## src/hw/rtl/circle_canvas_rasterizer_macros.svh

```systemverilog
// ---------------------------------------------------------------------------
// Assertion macros for the circle canvas rasteriser
// Clocked on clk, disabled while rst is high.
// ---------------------------------------------------------------------------
`ifndef CIRCLE_CANVAS_RASTERIZER_MACROS_SVH
`define CIRCLE_CANVAS_RASTERIZER_MACROS_SVH

// same-cycle implication
`define CCR_ASSERT_IMPL(name, ante, cons) \
  name: assert property (@(posedge clk) disable iff (rst) (ante) |-> (cons)) \
    else $error("ccr assertion failed");

// next-cycle implication
`define CCR_ASSERT_NEXT(name, ante, cons) \
  name: assert property (@(posedge clk) disable iff (rst) (ante) |=> (cons)) \
    else $error("ccr assertion failed");

`endif

```

## src/hw/rtl/ccr_pkg.sv

```systemverilog
// ---------------------------------------------------------------------------
// ccr_pkg
// Shared types and constants of the circle canvas rasteriser.
// ---------------------------------------------------------------------------
package ccr_pkg;

  localparam logic [1:0] CMD_CLEAR = 2'd0;
  localparam logic [1:0] CMD_DRAW  = 2'd1;
  localparam logic [1:0] CMD_READ  = 2'd2;

  localparam logic [1:0] CFG_WIDTH  = 2'd0;
  localparam logic [1:0] CFG_HEIGHT = 2'd1;
  localparam logic [1:0] CFG_BG     = 2'd2;

  localparam logic [7:0] SHAPE_FILLED = 8'd67;  // 'C'
  localparam logic [7:0] SHAPE_RING   = 8'd99;  // 'c'

  localparam int ONE_Q8 = 256;
  localparam int ONE_Q16 = 65536;

  localparam logic [8:0] RESET_WIDTH  = 9'd256;
  localparam logic [8:0] RESET_HEIGHT = 9'd256;
  localparam logic [7:0] RESET_BG     = 8'd32;

  typedef enum logic [1:0] {
    SQ_CX,
    SQ_CY,
    SQ_R,
    SQ_RI
  } sq_sel_t;

  typedef struct packed {
    logic       we;
    logic [1:0] index;
    logic [8:0] wdata;
  } cfg_wr_t;

  typedef struct packed {
    logic    load;
    logic    init;
    logic    sq_en;
    sq_sel_t sq_sel;
    logic    sweep_clear;
    logic    sweep_draw;
    logic    rd_en;
    logic    out_load;
  } dp_cmd_t;

  typedef struct packed {
    logic is_clear;
    logic is_draw;
    logic is_read;
    logic bad_draw;
    logic read_oob;
    logic dims_empty;
    logic col_last;
    logic row_last;
  } dp_status_t;

endpackage

```

## src/hw/rtl/ccr_ctrl.sv

```systemverilog
// ---------------------------------------------------------------------------
// ccr_ctrl
// Sequencer: decode, squarer steps, pixel sweep, read and result hand-off.
// ---------------------------------------------------------------------------
`include "circle_canvas_rasterizer_macros.svh"

module ccr_ctrl (
  input  logic                clk,
  input  logic                rst,
  input  logic                s_tvalid,
  output logic                s_tready,
  output logic                m_tvalid,
  input  logic                m_tready,
  input  ccr_pkg::dp_status_t status,
  output ccr_pkg::dp_cmd_t    cmd
);

  typedef enum logic [3:0] {
    ST_IDLE,
    ST_DECODE,
    ST_SQ_CX,
    ST_SQ_CY,
    ST_SQ_R,
    ST_SQ_RI,
    ST_DRAW,
    ST_CLEAR,
    ST_READ,
    ST_DONE
  } state_t;

  state_t state;

  assign s_tready = (state == ST_IDLE);

  always_comb begin
    cmd = '0;
    case (state)
      ST_IDLE:   cmd.load = s_tvalid;
      ST_DECODE: cmd.init = 1'b1;
      ST_SQ_CX: begin
        cmd.sq_en  = 1'b1;
        cmd.sq_sel = ccr_pkg::SQ_CX;
      end
      ST_SQ_CY: begin
        cmd.sq_en  = 1'b1;
        cmd.sq_sel = ccr_pkg::SQ_CY;
      end
      ST_SQ_R: begin
        cmd.sq_en  = 1'b1;
        cmd.sq_sel = ccr_pkg::SQ_R;
      end
      ST_SQ_RI: begin
        cmd.sq_en  = 1'b1;
        cmd.sq_sel = ccr_pkg::SQ_RI;
      end
      ST_DRAW:  cmd.sweep_draw  = 1'b1;
      ST_CLEAR: cmd.sweep_clear = 1'b1;
      ST_READ:  cmd.rd_en       = 1'b1;
      ST_DONE:  cmd.out_load    = !m_tvalid || m_tready;
      default: ;
    endcase
  end

  always_ff @(posedge clk) begin
    if (rst) begin
      state    <= ST_IDLE;
      m_tvalid <= 1'b0;
    end else begin
      if (m_tvalid && m_tready && !cmd.out_load) begin
        m_tvalid <= 1'b0;
      end
      case (state)
        ST_IDLE: begin
          if (s_tvalid) state <= ST_DECODE;
        end
        ST_DECODE: begin
          if (status.is_clear) begin
            state <= status.dims_empty ? ST_DONE : ST_CLEAR;
          end else if (status.is_draw) begin
            state <= (status.bad_draw || status.dims_empty) ? ST_DONE : ST_SQ_CX;
          end else if (status.is_read) begin
            state <= status.read_oob ? ST_DONE : ST_READ;
          end else begin
            state <= ST_DONE;
          end
        end
        ST_SQ_CX: state <= ST_SQ_CY;
        ST_SQ_CY: state <= ST_SQ_R;
        ST_SQ_R:  state <= ST_SQ_RI;
        ST_SQ_RI: state <= ST_DRAW;
        ST_DRAW, ST_CLEAR: begin
          if (status.col_last && status.row_last) state <= ST_DONE;
        end
        ST_READ: state <= ST_DONE;
        ST_DONE: begin
          if (!m_tvalid || m_tready) begin
            m_tvalid <= 1'b1;
            state    <= ST_IDLE;
          end
        end
        default: state <= ST_IDLE;
      endcase
    end
  end

  `CCR_ASSERT_IMPL(a_no_overwrite, cmd.out_load, !m_tvalid || m_tready)
  `CCR_ASSERT_IMPL(a_draw_valid, state == ST_DRAW, !status.bad_draw && !status.dims_empty)
  `CCR_ASSERT_NEXT(a_busy_after_accept, s_tvalid && s_tready, !s_tready)
  `CCR_ASSERT_NEXT(a_result_after_load, cmd.out_load, m_tvalid)

endmodule

```

## config.mk

```make
export PLATFORM = sky130hd
export DESIGN_NAME = ccr_ctrl
export DESIGN_NICKNAME = d
export VERILOG_FILES = /design/src/hw/rtl/ccr_pkg.sv /design/src/hw/rtl/ccr_ctrl.sv
export VERILOG_INCLUDE_DIRS = /design/src /design/src/hw/rtl
export SDC_FILE = /design/constraint.sdc
export NUM_CORES = 1
export LEC_CHECK = 0
export ABC_AREA = 1
export BUFFER_PORTS_ARGS = -buffer_cell sky130_fd_sc_hd__buf_2
export CAP_MARGIN = 20
export CORE_AREA = 8 8 45 47
export CTS_CLUSTER_SIZE = 24
export DETAILED_ROUTE_END_ITERATION = 8
export DIE_AREA = 0 0 53 55
export PLACE_DENSITY = 0.71
export SLEW_MARGIN = 10
export SYNTH_ARGS = -nofsm -noshare
export SYNTH_HDL_FRONTEND = slang
export SYNTH_SLANG_ARGS = --single-unit
export TNS_END_PERCENT = 50
```

## constraint.sdc

```tcl
create_clock -name clk -period 1.4 [get_ports clk]
set_input_delay 0.21 -clock clk [delete_from_list [all_inputs] [get_ports clk]]
set_output_delay 0.21 -clock clk [all_outputs]
set_load 0.01 [all_outputs]
```

* Word-level counts from Yosys, hierarchy flattened *
Index checks and enable logic that the tools add are counted.

storage, ports and cells
  register bits after elaboration = 5
  bits in latches = 0
  bits in writable memories = 0
  bits in read-only memories = 0
  input port bits = 12
  output and inout bits = 11
  logic and storage cells = 44
  memories = 0

operators by class
  $add $sub $neg = 0
  multiply operators = 0
  div/mod/pow operators = 0
  magnitude comparators = 0
  equal/unequal tests = 12
  shift operators = 0
  muxes and demuxes = 20
  bitwise gates (word level) = 0
  reductions and logical operators = 10

operator list
  cell                count
  $pmux 4 s9          1
  $mux 4              7
  $eq 4x3->1 const B  4
  $pmux 3 s4          1
  $mux 1              11
  $eq 4x2->1 const B  2
  $eq 4x4->1 const B  2
  $ne 2x2->1 const B  3
  $eq 4x1->1 const B  1
  $logic_not 4->1     1
  $logic_and 1x1->1   3
  $reduce_and 3->1    1
  $logic_not 1->1     2
  $logic_or 1x1->1    2
  $reduce_or 2->1     1

* Depth between registers and ports, before layout *
  depth in word-level cells = 8
  mapped depth = 8
  mapped depth without buffers = 8

* Least setup slack after synthesis *
No wires, ideal clock.

  path type = reg-to-output
  from = register state[2]
  to = output cmd[6] (netlist bit)
  arrival time = 842 ps
  required time = 1190 ps
  slack = 348 ps
  stages on the path, launching flop included = 6
  buffers on the path = 0
  cell sequence = dfxtp_1 > nor2_1 > nand3_1 > o21ai_0 > inv_1 > nand2_1

RTL lines
  what                      line            source
  start: declaration        ccr_ctrl.sv:31  state_t state;
  start signal: assignment  ccr_ctrl.sv:78  state <= status.dims_empty ? ST_DONE : ST_CLEAR;
  start signal: assignment  ccr_ctrl.sv:80  state <= (status.bad_draw || status.dims_empty) ? ST_DONE : ST_SQ_CX;
  start signal: assignment  ccr_ctrl.sv:82  state <= status.read_oob ? ST_DONE : ST_READ;
  end: declaration          ccr_ctrl.sv:15  output ccr_pkg::dp_cmd_t cmd

==> impl_summary.md <==
Status
The run finished with clean final reports.

Floorplanning
The number of top-level pins is 23. The die is 53 µm wide. The number of cell rows is 14. The core region area is 0.00138 mm². Measured along the y axis, the die boundary spans 55 µm. The starting density of the core is 30.8%. The die covers 0.00292 mm².

GRT
The first global-routing pass estimated 1.85 mm of wire. The number of global-route vias before repair was 501. After global routing the overflow that remains totals 0. The number of antenna violations at the first check in global routing came to 0. For this run, the total global-route usage over all layers was measured as 8.09%.

Entering global routing, the biggest net connects 10 pins.

Timing
Between clock sinks in the finished design, the worst skew comes to 0.00314 ns. The hold violation count in the final report came to 0. The worst hold margin is 0.152 ns. For the finished layout, the period the worst path requires is 1.36 ns.

The setup-violating endpoint count in the final report is 0. The final critical path takes up 97.2% of the cycle. The total count of max-transition violations in the final report is 0. At the pin with the least slew margin, the transition time is 0.188 ns.

The tightest slew margin relative to the limit is 87.4%. Setup repair after global routing could not meet its margin everywhere. Once routing completed, OpenROAD measured the worst setup slack at 0.0388 ns. Timing would allow up to 735 MHz.

Critical path
For this run, the slowest stage of the critical path takes 0.37 ns. The required time at the endpoint of the critical path is 1.19 ns. The critical path goes through inv_1, nor2_1, nand2_1, nor2_1, buf_2. STA puts the critical path data arrival time at 1.15 ns. The maximum fanout along the worst path is 4. The critical path ends at cmd[0]. The critical path starts at state[3]. The cell class contributing the biggest share of worst-path delay is flip-flops. The reg-to-reg setup timing slack is 0.24 ns. The worst setup path is of the reg2out kind.

The sort of element at the start of the critical path is a register. The endpoint of the worst-slack reg-to-reg timing path is state[3]. The critical path crosses 5 cells after its start point. The number of buffer and inverter instances along the worst setup path is 2. Counting cells, the worst reg-to-reg path comes to 8.

The slowest library cell on the worst path is dfxtp_2. In this design, the critical path's most frequently occurring cell is nor2_1. STA classifies the critical path endpoint as a primary output.

The worst flop-to-flop path startpoint is state[3].

Route
The amount of wire on met2 after detailed routing is 579 µm. For this block, the via count after detailed routing is 544. In this run the remaining antenna-violating nets after routing total 0. The topmost layer with routed signal wires is met4. Dividing the detail-routed wire length by the instance count gives 9.34 µm.

For this block, the routed nets add up to 1.14 mm of wire. The number of remaining DRC errors is 0. After detailed routing, the wire length on met1 is 477 µm.

After detailed routing, the number of vias per cell comes to 4.46. The initial DRC count is 11. The first detailed-routing pass took 4 iterations. The met3 layer wire length in the routed design is 64 µm.

Logic synthesis
The synthesized-area fraction occupied by adder cells is 0%. In this run, synthesis produced a sequential element count of 5. Of the synthesized area, sequential elements account for 23.5%.

After synthesis, the mean cell area works out to 5.27 µm². The area fraction in and, or, nand and nor cells after synthesis is 46.3%. Synthesis instantiated 16 different standard cells from the library. Counting every instance in the synthesized netlist gives 81. Of the post-synthesis cell area, the part taken by muxes is 0%. The number of nets handed over by synthesis was 93. The cell area after synthesis is 427 µm². The synthesized netlist devotes 0% of its cell area to XOR and XNOR gates. After synthesis, the largest family of logic cells by area is simple AND/OR/NAND/NOR gates. The post-synthesis compound-gate area fraction is 11.7%. Yosys printed 0 warnings.

Power
The leakage dissipation is 0.376 nW. The internal power consumption is 0.528 mW. Sequential cells account for 25.6% of the total power. The power density over cell area is 1740 mW/mm². The reported net switching power is 0.496 mW. The net switching fraction of the power is 48.4%. The peak supply drop is 0.804 mV. The share of total power in combinational logic is 57.7%. The final total power is 1.02 mW.

Per report_power, the clock group accounts for 16.7% of the total.

Finish
The most common library cell in the layout ignoring fill and taps is nand2_1. The diode insertion count for antenna repair is 0. The top cell types in the final layout, fill and taps aside, are 24 x nand2_1, 22 x buf_2, 17 x inv_1, 13 x nor2_1.

In the final design database the tool counted 119 nets. The area growth from synthesis to layout is 37.8%. The layout has 145 filler cells. Of the cells placed in the final design, the portion with a size suffix greater than 1 is 33.0%.

The post-route non-filler standard cell count is 122. After routing the design area is 588 µm².

Clock network
Clock-pin slew was measured on the worst setup and hold paths at 0.05 ns. The tree is rooted in a clkbuf_4. In this run the deepest clock path goes through 2 buffers. CTS built an H-tree with a depth of 1. The clock latency on the worst-skew pair is 0.24 ns. The clock sink count is 5. After clock tree synthesis, the setup repair step added 0 buffers. The CTS tree is done. Clock tree synthesis inserted a total of 3 buffers.

Placed design
In this run the cell area measured after placement is 549 µm². After legalization and detailed placement, the total HPWL measured 967 µm. OpenSTA, run right after detailed placement, puts the worst setup slack at 0.171 ns. Buffers placed on the I/O ports in this run total 22.

The number of placed instances, taps included, is 118. The final RePlAce weighted congestion is 0.797.

Run
The max-cap check violation count is 0.

Min path
The worst hold path belongs to the class in2reg.
==> per-stage QoR <==
step / util, % / TNS [ns]
floorplan: - / 0
global placement: 39.7 / 0
detailed placement: 39.7 / 0
CTS: 42.4 / 0
global route: 42.5 / -0.143
finish: 42.5 / 0
==> flip-flops by register name (all words and copies together) (netlist names) <==
name      count
state         4
m_tvalid      1
==> cells by family (layout without fill, tap and decap cells) <==
family | Yosys count | count (layout)
buffers and inverters | 20 | 45
AO/OA/AOI/OAI | 9 | 9
AND/OR/NAND/NOR | 47 | 47
flip-flops | 5 | 5
==> synthesized netlist by cell type <==
master / instances / area, µm²
nor3_1: 1 / 5.00
nand3_1: 4 / 20.0
nor2_4: 1 / 11.3
o21ai_0: 3 / 15.0
buf_4: 1 / 7.51
inv_2: 2 / 7.51
nand4_1: 1 / 6.26
inv_1: 17 / 63.8
or2_2: 1 / 6.26
dfxtp_1: 5 / 100
nor2_1: 14 / 52.6
o21bai_1: 1 / 7.51
nand2_1: 24 / 90.1
a21oi_1: 4 / 20.0
o211ai_1: 1 / 7.51
nand2_2: 1 / 6.26
==> worst min path at each step <==
stage                     cells after the start  endpoint  from  slack [ns]
after CTS                                     2  state[3]   rst        0.16
after detailed placement                      2  state[0]   rst        0.41
final                                         2  state[0]   rst        0.15
after floorplan                               1  m_tvalid   rst        0.28
after global placement                        2  state[0]   rst        0.42
after global routing                          2  state[3]   rst        0.18
==> repair_timing <==
| action | in CTS | in global routing |
|---|---|---|
| hold endpoints to repair | 0 | 0 |
| resized for setup | 5 | 2 |
| endpoints found under the setup margin | 2 | 6 |
| hold buffers | 0 | 0 |
| pin swaps | 1 | 0 |
==> worst reg2reg max path, delay by kind of cell, from the launching register on <==
family,cells,cell delay [ns]
AO/OA/AOI/OAI,1,0.12
buffers and inverters,1,0.06
flip-flops,1,0.37
AND/OR/NAND/NOR,6,0.54
==> area by class of cell <==
class	instances	area, µm²	share of cell area [%]
inverters	19	71.3	12.1
repair buffers	22	110	18.7
flip-flops and latches	5	105	17.9
multi-input cells	56	255	43.4
clock buffers	4	26.3	4.47
well taps	16	20.0	3.40
==> power by group through the flow <==
stage	Combinational, mW	Sequential, mW	Clock (mW)
CTS	0.596	0.257	0.168
detailed placement	0.584	0.246	0
global route	0.684	0.269	0.170
floorplan	0.432	0.218	0
global placement	0.580	0.243	0
finish	0.592	0.262	0.171
==> layer usage <==
metal  track usage [%]  up-vias
met5                 0        -
met4              5.17        0
met3             0.267        3
met2              15.4       15
met1              8.51      234
li1                  -      292
Note: power is estimated with default switching activity, not from simulation.
